$ cat src/rtl/core/qni_pkg.sv
// Shared types, widths and arithmetic step functions for the quadratic interval core.
package qni_pkg;

	localparam int DATA_W    = 32;
	localparam int FRAC_W    = 16;
	localparam int NUM_W     = 2 * DATA_W;
	localparam int DISC_W    = 2 * DATA_W + 2;
	localparam int ROOT_W    = DISC_W / 2;
	localparam int SQ_STEPS  = ROOT_W;
	localparam int SQREM_W   = ROOT_W + 2;
	localparam int DEN_W     = DATA_W + 2;
	localparam int DIV_STEPS = NUM_W;
	localparam int LANES     = 4;

	// divider lanes
	localparam int LANE_X1 = 0;
	localparam int LANE_X2 = 1;
	localparam int LANE_MN = 2;
	localparam int LANE_AM = 3;

	localparam logic signed [DISC_W-1:0] WORD_MAX =
		{{(DISC_W-DATA_W+1){1'b0}}, {(DATA_W-1){1'b1}}};
	localparam logic signed [DISC_W-1:0] WORD_MIN =
		{{(DISC_W-DATA_W+1){1'b1}}, {(DATA_W-1){1'b0}}};

	typedef logic signed [DATA_W-1:0] word_t;

	typedef struct packed {
		word_t coef_const;
		word_t coef_lin;
		word_t coef_quad;
		word_t domain_begin;
		word_t domain_end;
	} in_item_t;

	typedef struct packed {
		logic  has_interval;
		word_t interval_begin;
		word_t interval_end;
		word_t minimum_value;
		word_t argmin_value;
		logic  degenerate;
		logic  saturated;
	} out_item_t;

	typedef struct packed {
		word_t            c0;
		word_t            c1;
		word_t            c2;
		word_t            db;
		word_t            de;
		logic [NUM_W-1:0] sq1;
	} carry_t;

	typedef struct packed {
		carry_t                    c;
		logic signed [DISC_W-1:0] disc;
	} front_t;

	typedef struct packed {
		carry_t             c;
		logic               has;
		logic [DISC_W-1:0]  rad;
		logic [SQREM_W-1:0] rem;
		logic [ROOT_W-1:0]  root;
	} sq_t;

	typedef struct packed {
		logic [DEN_W-1:0] rem;
		logic [NUM_W-1:0] nq;
		logic [DEN_W-1:0] den;
		logic             neg;
	} div_lane_t;

	typedef struct packed {
		div_lane_t [LANES-1:0] lane;
		logic                  has;
		logic                  degen;
		word_t                 c0;
		word_t                 db;
		word_t                 de;
	} div_t;

	typedef struct packed {
		logic  has;
		logic  degen;
		word_t x1;
		word_t x2;
		word_t db;
		word_t de;
		word_t mn;
		word_t am;
		logic  root_sat;
		logic  val_sat;
	} post_t;

	// one digit of the integer square root: bring down two radicand bits
	function automatic logic [SQREM_W+ROOT_W-1:0] sqrt_step(
		input logic [SQREM_W-1:0] rem,
		input logic [ROOT_W-1:0]  root,
		input logic [1:0]         pair
	);
		logic [SQREM_W+1:0] t;
		logic [SQREM_W+1:0] trial;
		logic [SQREM_W-1:0] rem_n;
		logic [ROOT_W-1:0]  root_n;
		t     = {rem, pair};
		trial = (SQREM_W+2)'({root, 2'b01});
		if (t >= trial) begin
			rem_n  = SQREM_W'(t - trial);
			root_n = {root[ROOT_W-2:0], 1'b1};
		end else begin
			rem_n  = SQREM_W'(t);
			root_n = {root[ROOT_W-2:0], 1'b0};
		end
		return {rem_n, root_n};
	endfunction

	// one restoring division step; quotient bits shift in behind the numerator
	function automatic div_lane_t div_step(input div_lane_t l);
		div_lane_t  r;
		logic [DEN_W:0] t;
		r = l;
		t = {l.rem, l.nq[NUM_W-1]};
		if (t >= {1'b0, l.den}) begin
			r.rem = DEN_W'(t - {1'b0, l.den});
			r.nq  = {l.nq[NUM_W-2:0], 1'b1};
		end else begin
			r.rem = DEN_W'(t);
			r.nq  = {l.nq[NUM_W-2:0], 1'b0};
		end
		return r;
	endfunction

	function automatic logic signed [DISC_W-1:0] signed_q(
		input logic             neg,
		input logic [NUM_W-1:0] q
	);
		logic signed [DISC_W-1:0] m;
		m = $signed({2'b00, q});
		return neg ? -m : m;
	endfunction

	// saturate to the word range; MSB of the result is the clamp flag
	function automatic logic [DATA_W:0] sat_word(input logic signed [DISC_W-1:0] v);
		if (v > WORD_MAX) begin
			return {1'b1, WORD_MAX[DATA_W-1:0]};
		end else if (v < WORD_MIN) begin
			return {1'b1, WORD_MIN[DATA_W-1:0]};
		end
		return {1'b0, v[DATA_W-1:0]};
	endfunction

endpackage

$ cat src/rtl/core/qni_post.sv
// Result stages: signed quotients and saturation, then sort, clip and output register.
module qni_post import qni_pkg::*; (
	input  logic      clk,
	input  logic      arst_n,
	input  logic      adv,
	input  logic      v_in,
	input  div_t      d_in,
	output logic      out_valid,
	output out_item_t out_item
);

	logic      v_s1, v_s2;
	post_t     p_s1;
	out_item_t o_s2;
	post_t     p;
	out_item_t o;

	logic signed [DISC_W-1:0] q_x1, q_x2, q_mn, q_am;
	logic        [DATA_W:0]   s_x1, s_x2, s_mn, s_am;
	word_t                    lo, hi;

	always_comb begin
		q_x1 = d_in.degen ? '0 : signed_q(d_in.lane[LANE_X1].neg, d_in.lane[LANE_X1].nq);
		q_x2 = d_in.degen ? '0 : signed_q(d_in.lane[LANE_X2].neg, d_in.lane[LANE_X2].nq);
		q_mn = d_in.degen ? '0 : signed_q(d_in.lane[LANE_MN].neg, d_in.lane[LANE_MN].nq);
		q_am = d_in.degen ? '0 : signed_q(d_in.lane[LANE_AM].neg, d_in.lane[LANE_AM].nq);
		s_x1 = sat_word(q_x1);
		s_x2 = sat_word(q_x2);
		s_mn = sat_word($signed({{(DISC_W-DATA_W){d_in.c0[DATA_W-1]}}, d_in.c0}) - q_mn);
		s_am = sat_word(-q_am);

		p.has      = d_in.has;
		p.degen    = d_in.degen;
		p.x1       = s_x1[DATA_W-1:0];
		p.x2       = s_x2[DATA_W-1:0];
		p.db       = d_in.db;
		p.de       = d_in.de;
		p.mn       = s_mn[DATA_W-1:0];
		p.am       = s_am[DATA_W-1:0];
		p.root_sat = d_in.has & (s_x1[DATA_W] | s_x2[DATA_W]);
		p.val_sat  = s_mn[DATA_W] | s_am[DATA_W];
	end

	always_comb begin
		lo = (p_s1.x2 < p_s1.x1) ? p_s1.x2 : p_s1.x1;
		hi = (p_s1.x2 < p_s1.x1) ? p_s1.x1 : p_s1.x2;
		o.has_interval   = p_s1.has;
		o.interval_begin = p_s1.has ? ((lo < p_s1.db) ? p_s1.db : lo) : '0;
		o.interval_end   = p_s1.has ? ((hi > p_s1.de) ? p_s1.de : hi) : '0;
		o.minimum_value  = p_s1.mn;
		o.argmin_value   = p_s1.am;
		o.degenerate     = p_s1.degen;
		o.saturated      = p_s1.root_sat | p_s1.val_sat;
	end

	always_ff @(posedge clk or negedge arst_n) begin
		if (!arst_n) begin
			v_s1 <= 1'b0;
			v_s2 <= 1'b0;
		end else if (adv) begin
			v_s1 <= v_in;
			v_s2 <= v_s1;
		end
	end

	always_ff @(posedge clk) begin
		if (adv) begin
			p_s1 <= p;
			o_s2 <= o;
		end
	end

	assign out_valid = v_s2;
	assign out_item  = o_s2;

endmodule

$ cat config.mk
export PLATFORM = sky130hd
export DESIGN_NAME = qni_post
export DESIGN_NICKNAME = d
export VERILOG_FILES = /design/src/rtl/core/qni_pkg.sv /design/src/rtl/core/qni_post.sv
export SDC_FILE = /design/constraint.sdc
export NUM_CORES = 1
export LEC_CHECK = 0
export ABC_AREA = 1
export BUFFER_PORTS_ARGS = -buffer_cell sky130_fd_sc_hd__buf_2
export CORE_AREA = 2 2 294 296
export CTS_CLUSTER_SIZE = 30
export DETAILED_ROUTE_END_ITERATION = 7
export DIE_AREA = 0 0 296 298
export PLACE_DENSITY = 0.66
export SYNTH_ARGS = -nofsm -noshare
export SYNTH_HDL_FRONTEND = slang
export SYNTH_SLANG_ARGS = --single-unit
$ cat constraint.sdc
create_clock -name clk -period 5.8 [get_ports clk]
set_clock_uncertainty 0.2 [all_clocks]
set_input_delay 1.16 -clock clk [delete_from_list [all_inputs] [get_ports clk]]
set_output_delay 1.16 -clock clk [all_outputs]
set_load 0.02 [all_outputs]
-- Word-level counts from Yosys, hierarchy flattened
Index checks and enable logic that the tools add are counted.
- memories kept: 0
- register bits after elaboration: 329
- word-level logic and storage cells: 72
- ROM bits: 0
- memory bits (writable): 0
- bits in latches: 0
- bits of input ports: 634
- eq/ne operators: 0
- muxes and demuxes: 32
- add/subtract/negate cells: 6
- shift-type cells: 0
- magnitude comparators: 11
- reduce and logical (&&, ||, !) cells: 0
- bitwise logic cells: 4
- multipliers: 0
- divide/modulo/power cells: 0
- operators by type and width (kind ; count):
    66-bit 2-to-1 mux ; 8
    33-bit 2-to-1 mux ; 12
    66-bit by 32-bit > comparator with 1-bit output (second input constant) ; 4
    66-bit by 32-bit < comparator with 1-bit output (second input constant) ; 4
    64-bit negator with 66-bit output ; 4
    32-bit 2-to-1 mux ; 4
    66-bit negator ; 1
    32-bit by 66-bit subtractor with 66-bit output ; 1
    32-bit < comparator ; 2
    32-bit > comparator ; 1
    1-bit 2-to-1 mux ; 8
    1-bit bitwise OR ; 3
    1-bit AND ; 1

-- Logic depth before layout (Yosys ltp)
Gate-level depths: netlist (run 1).
- depth in word-level cells: 9
- gate-level depth with buffers: 43
- gate-level depth less buffers: 42

-- Least setup slack after synthesis (run 1)
OpenSTA, ideal clock, no wires.
- path type: input port to flip-flop
- start point: input d_in[399] in the netlist's numbering
- end point: register p_s1[0] in the netlist's numbering, data pin
- data arrival time: 5.681 ns
- path slack: -0.347 ns
- path buffers: 1
- setup time: 0.267 ns
- stages: 32
- required time: 5.333 ns
- path through: inv_1 ha_1 inv_1 nor3_1 nand2_1 nor3_1 nand2_1 inv_1 nand3_1 nor2_1 nand2_1 nor3_2 nand3_1 nor3_1 nand3_1 o41ai_1 or2_2 nand3_1 ha_1 nand2_1 nor3_1 nand2_1 nor4_1 nand2_1 nand3_1 nand2_1 or3_1 nor2_1 nand3_1 nand2_2 buf_2 nand4_1
- RTL lines (item ; RTL line ; source):
    from (decl) ; qni_post.sv:7 ; input div_t d_in,
    to (signal assigned) ; qni_post.sv:68 ; p_s1 <= p;
    to (decl) ; qni_post.sv:13 ; post_t p_s1;

==> results by group, run 1 <==
Power
  – Pleak: 20.5 nW
  – Final Total Pwr: 9.51 mW
  – Peak VDD IR: 0.259 mV
  – Power per Cell Area: 220 mW/mm^2

STA
  – Final hold vios: 0
  – Final min period: 6.23 ns
  – Slew Limit Fails: 0
  – Least-Margin Pin Slew: 1.07 ns
  – Final hold slack: 0.176 ns
  – Setup TNS: -11.99 ns
  – Fmax: 161 MHz
  – Worst relative slew slack: 0.285
  – Final period util: 1.07
  – Final WS setup: -0.427 ns
  – Final setup fails: 32
  – RSZ-0062 raised after global routing: true

Worst setup path
  – Worst setup path class: in -> reg
  – Top cell by count, worst path: nand2_1
  – Arrival @ worst endpoint: 6.35 ns
  – Worst-path maximum fanout: 8
  – FF-to-FF path depth: 27
  – Critical path endpoint category: flop
  – Critical path launch point type: input pin
  – Crit. Startpoint: d_in[399]
  – Slowest stage cell, crit path: ha_1
  – Crit path largest cell delay: 0.34 ns
  – Reg2reg start: p_s1[183]$_DFFE_PP_
  – Crit path required time: 5.92 ns

Die
  – Die footprint: 0.0882 sq mm
  – Die W: 296 um
  – Core region area: 0.0849 sq mm
  – DIE HEIGHT: 298 um
  – Starting Density: 0.398
  – Io pins: 766
  – Row cnt: 107

Cells and area
  – Final std cells w/o fill: 7311
  – Synthesis-to-layout area growth: 27.8%
  – Share of layout cells above drive strength 1: 0.240
  – Most frequent cells in the layout: 1255 x nand2_1, 748 x nor2_1, 689 x inv_1
  – Number of nets in the layout: 6905
  – Fill cell count: 8678
  – Fin util: 0.509
  – Leading cell type in the layout, fill and taps excluded: nand2_1
  – Post-route cell area: 0.0432 sq mm

Min path
  – HP Class: in -> async

Run status
  – Status: complete, but fails checks
  – Violated checks: setup timing

Logic synthesis
  – Synthesized area per cell: 6.45 sq um
  – Yosys cell types: 62
  – Async SR Flop Fraction: 0.00608
  – Post-Syn Nets: 6045
  – Netlist Area Pre-Place: 0.0338 sq mm
  – Top cell type's share of synthesized area: 0.290
  – EDFF count, synth: 327
  – Post-synthesis sequential area ratio: 0.292
  – Synthesized flop and latch total: 329
  – Synth top area cells: edfxtp_1 29%, nand2_1 15%, nor2_1 8.9%
  – Synth warn: 0
  – Cell count after synthesis: 5245
  – Main synth FF type: edfxtp_1
  – Yosys top cell by area: edfxtp_1

Route
  – Avg WL per Cell: 18.5 um
  – Routed vias: 38232
  – DR iter-0 viols: 3105
  – Vias per cell: 5.23
  – Antenna viol nets, final: 0
  – Final WL: 135000 um
  – DRC: 0
  – Detailed Routing Iterations Pass 1: 8

Clock network
  – Root Buffer: clkbuf_16
  – Clk sinks: 329
  – Clock buffer count from CTS: 37
  – Clk_lat worst skew: 0.57 ns
  – Clk pin slew, worst setup/hold paths: 0.06 ns
  – H-tree levels: 2
  – Hold_buf cts: 0
  – TritonCTS clock tree: built
  – Clock buffer depth: 3

Global route
  – Global router's overall resource usage: 0.296
  – Largest net degree at the start of global routing: 117
  – First-pass GRT wire length: 201000 um
  – Overflow after GRT: 0
  – Vias in the first global route: 35287
  – Initial antenna violation count: 59

Placement
  – Pre-CTS setup slack: -1.18 ns
  – Placed Area: 0.0404 sq mm
  – Final HPWL DP: 112000 um
  – GP Congestion: 0.992
  – DP Cell Count: 7157
  – Number of I/O port buffers: 493

Job
  – Maxcap violations: 0
[what timing repair did]
item                       4_1_cts  5_1_grt
gates resized for setup        160      162
setup endpoints to repair       32       33
gates cloned                     2        2
pin swaps                       37       75
setup buffers                   35       18
[logic make-up after synthesis]
family / after synthesis / synth area share
flops: 329 / 0.292
buf+inv: 871 / 0.101
fa+ha+maj: 166 / 0.0616
simple gates: 3062 / 0.403
compound gates: 727 / 0.119
xor+xnor: 90 / 0.0233
[metal layers]
layer / vias to the layer above / routed length, um / track usage
met5: - / 307 / 0
li1: 19025 / - / -
met2: 1327 / 58800 / 0.466
met3: 250 / 12500 / 0.0697
met1: 17582 / 59600 / 0.403
met4: 48 / 3860 / 0.0818
[worst max-delay path: cells and delay by family]
kind | cells | cell delay [ns]
AO/OA/AOI/OAI | 6 | 0.65
XOR/XNOR | 1 | 0.20
adder cells (fa/ha/maj) | 2 | 0.47
buffers and inverters | 12 | 1.27
AND/OR/NAND/NOR | 21 | 2.57
[report_power, final]
group	leakage [nW]	switching (mW)	total (mW)	internal, mW
Clock	0.616	1.03	2.39	1.36
Sequential	3.27	0.123	3.10	2.98
Combinational	16.6	2.52	4.02	1.50
[synthesized netlist by cell type (6+ instances only)]
library cell and number:
o21a_1 15, and3_1 8, nand2_2 70, nor2_2 38, inv_2 29, ha_1 165
nand3_4 7, clkbuf_1 64, nand2_4 11, nor3_1 100, edfxtp_1 327, nand4_1 84
nor4_1 36, xor2_1 48, or2_2 10, nand3_1 480, nand3b_1 32, inv_1 710
buf_4 12, o21ai_1 34, o31ai_1 6, a21o_1 29, a31oi_1 9, o21ai_0 288
nor2_4 19, nand3_2 30, buf_2 26, nor2_1 801, a21oi_1 259, o211ai_1 50
xnor2_1 42, nand2_1 1309, o21bai_1 17, buf_1 20
[flip-flops by register name (all words and copies together), names as in the netlist]
name	cells
o	66
out_valid	1
p_s1	130
out_item	131
v_s1	1
[cell type report]
class	count	area [sq um]	area share
multi-input combinational	4045	21600	0.500
sequential	329	9870	0.228
timing repair buffer	949	6170	0.143
inverter	743	2820	0.0652
tap	1144	1430	0.0331
clock buffer	43	1010	0.0234
clock inverter	25	223	0.00515
antenna	33	82.6	0.00191
[path summary, 6_finish.rpt]
path	endpoint	slack [ns]
max	o[35]$_DFFE_PP_	-0.43
min	out_valid$_DFFE_PN0P_	0.18
max reg2reg	out_item[94]$_SDFFCE_PN0P_	0.64
min reg2reg	out_item[26]$_DFFE_PP_	0.21
max in group asynchronous	v_s1$_DFFE_PN0P_	5.12
min in group clk	out_item[26]$_DFFE_PP_	0.21
(Power assumes the default switching activity.)
==> run 2: changes to the inputs <==
==> constraint.sdc (replaced) <==
create_clock -name clk -period 5.99 [get_ports clk]
set_clock_uncertainty 0.2 [all_clocks]
set_input_delay 1.198 -clock clk [delete_from_list [all_inputs] [get_ports clk]]
set_output_delay 1.198 -clock clk [all_outputs]
set_load 0.02 [all_outputs]
==> run 2 against run 1 <==
The run still ends with setup timing left. Highest routed layer unchanged. Wire length rose by 1.6%. Die area did not move. Sequential share of layout area fell by 0.10 points. First-iteration DRC count fell by 2.8%. Combinational power fell by 1%. Largest power group unchanged.
==> results by group, run 2 (same netlist as run 1, synthesis figures left out) <==
Clock network
  – Hold_buf cts: 0 (unchanged)
  – Clk_lat worst skew: 0.60 ns (+0.03 ns)
  – Clk pin slew, worst setup/hold paths: 0.06 ns (about the same)
  – Clock buffer count from CTS: 39 (+5.4%)
  – TritonCTS clock tree: built
  – Clock buffer depth: 3 (unchanged)
  – Root Buffer: clkbuf_16
  – H-tree levels: 2 (unchanged)
  – Clk sinks: 329 (unchanged)

Route
  – Avg WL per Cell: 18.8 um (+1.6%)
  – Antenna viol nets, final: 0 (unchanged)
  – Vias per cell: 5.22 (-0.19%)
  – Routed vias: 38166 (-0.17%)
  – Detailed Routing Iterations Pass 1: 6 (-2)
  – Final WL: 137000 um (+1.6%)
  – DRC: 0 (unchanged)
  – DR iter-0 viols: 3019 (-2.8%)

STA
  – Final min period: 6.27 ns
  – Final period util: 1.05
  – Final setup fails: 32 (unchanged)
  – Slew Limit Fails: 0 (unchanged)
  – Setup TNS: -6.59 ns (+5.39 ns)
  – Fmax: 159 MHz
  – RSZ-0062 raised after global routing: true
  – Worst relative slew slack: 0.358 (+0.0732)
  – Final WS setup: -0.281 ns (+0.147 ns)
  – Least-Margin Pin Slew: 0.962 ns (-0.110 ns)
  – Final hold vios: 0 (unchanged)

Worst setup path
  – Top cell by count, worst path: buf_4
  – Arrival @ worst endpoint: 6.53 ns (+0.18 ns)
  – Critical path endpoint category: flop
  – Worst setup path class: in -> reg
  – Slowest stage cell, crit path: ha_1
  – Critical path launch point type: input pin
  – Crit path largest cell delay: 0.35 ns (about the same)
  – Worst-path maximum fanout: 7 (-1)
  – Crit path required time: 6.25 ns (+0.33 ns)

Global route
  – Overflow after GRT: 0 (unchanged)
  – Vias in the first global route: 35479 (+0.54%)
  – Global router's overall resource usage: 0.301 (+0.00524)
  – Largest net degree at the start of global routing: 115 (-1.7%)
  – First-pass GRT wire length: 204000 um (+1.7%)
  – Initial antenna violation count: 59 (unchanged)

Cells and area
  – Share of layout cells above drive strength 1: 0.239 (-0.00162)
  – Most frequent cells in the layout: 1263 x nand2_1, 756 x nor2_1, 698 x inv_1
  – Number of nets in the layout: 6912 (+0.10%)
  – Post-route cell area: 0.0434 sq mm (+0.46%)
  – Leading cell type in the layout, fill and taps excluded: nand2_1
  – Final std cells w/o fill: 7312 (+0.014%)
  – Synthesis-to-layout area growth: 28.4%
  – Fill cell count: 8721 (+0.50%)
  – Max reg flops: 131 (unchanged)

Die
  – Core region area: 0.0849 sq mm (unchanged)
  – Starting Density: 0.398 (unchanged)
  – Die footprint: 0.0882 sq mm (unchanged)
  – Io pins: 766 (unchanged)
  – DIE HEIGHT: 298 um (unchanged)
  – Row cnt: 107 (unchanged)
  – Die W: 296 um (unchanged)

Placement
  – Placed Area: 0.0403 sq mm (-0.15%)
  – Number of I/O port buffers: 493 (unchanged)
  – Final HPWL DP: 113000 um (+1.3%)
  – GP Congestion: 1.00 (+1.1%)
  – DP Cell Count: 7157 (unchanged)
  – Pre-CTS setup slack: -1.24 ns (-0.0553 ns)

Power
  – Peak VDD IR: 0.245 mV (-5.4%)
  – Power per Cell Area: 216 mW/mm^2 (-1.9%)
  – Pleak: 20.6 nW (+0.18%)

Job
  – Maxcap violations: 0 (unchanged)

Run status
  – Status: complete, but fails checks
  – Violated checks: setup timing

Min path
  – HP Class: in -> async
## run 2: changes by cell type in the layout (fill, tap and decap cells not counted), moves of 5 or more
cell	delta
nor2_2	-10
clkbuf_1	+6
diode_2	-7
ha_1	-6
inv_2	-9
ha_4	+5
o21ai_1	-5
nand2_1	+8
buf_6	+6
o21ai_2	+5
nand2_2	-7
nor2_1	+8
inv_1	+9
## run 2: metrics by stage
step | power (mW) | utilization | hold WS [ns]
finish | 9.38 | 0.512 | 0.199
global route | 9.95 | 0.511 | 0.184
CTS | 9.28 | 0.502 | 0.166
detailed placement | 6.71 | 0.475 | 0.205
global placement | 6.67 | 0.475 | 0.201
floorplan | 5.17 | - | 0.200
## run 2: layer usage
layer | vias to the layer above | track usage | wire length (um)
met5 | - | 0 | 387
met3 | 271 | 0.0638 | 12500
met4 | 58 | 0.0956 | 4660
li1 | 19048 | - | -
met2 | 1360 | 0.464 | 58700
met1 | 17429 | 0.418 | 60900
## run 2: worst paths after layout
check	start	endpoint	slack, ns	cells after the start
min in group clk	o[61]$_DFFE_PP_	out_item[61]$_DFFE_PP_	0.21	0
setup / recovery	d_in[399]	o[61]$_DFFE_PP_	-0.28	39
hold reg to reg	o[61]$_DFFE_PP_	out_item[61]$_DFFE_PP_	0.21	0
hold / removal	arst_n	v_s1$_DFFE_PN0P_	0.20	1
max in group asynchronous	arst_n	out_valid$_DFFE_PN0P_	5.30	1
setup reg to reg	p_s1[161]$_DFFE_PP_	out_item[97]$_SDFFCE_PN0P_	0.66	26
## run 2: where the power goes
| group | switching (mW) | total (mW) | internal [mW] |
|---|---|---|---|
| Clock | 1.02 | 2.41 | 1.39 |
| Combinational | 2.46 | 3.96 | 1.50 |
| Sequential | 0.122 | 3.01 | 2.88 |
| Total | 3.60 | 9.38 | 5.77 |
## run 2: what timing repair did
| item | CTS | global route |
|---|---|---|
| gates resized for setup | 180 | 174 |
| setup endpoints to repair | 32 | 32 |
| setup buffers | 44 | 12 |
| pin swaps | 69 | 69 |
| gates cloned | 2 | 3 |
## run 2: critical path: cells and delay by family
family	cells	cell delay, ns
simple gates	16	1.88
xor+xnor	1	0.08
buf+inv	15	1.76
fa+ha+maj	1	0.35
compound gates	6	1.23
## run 2: cell type report
cell class | instances | area, sq um | area share
diodes | 26 | 65.1 | 0.00150
multi-input cells | 4045 | 21700 | 0.500
clock buffers | 46 | 1000 | 0.0231
inverters | 743 | 2820 | 0.0649
well taps | 1144 | 1430 | 0.0330
clock inverters | 25 | 282 | 0.00648
repair buffers | 954 | 6230 | 0.144
flip-flops and latches | 329 | 9870 | 0.227
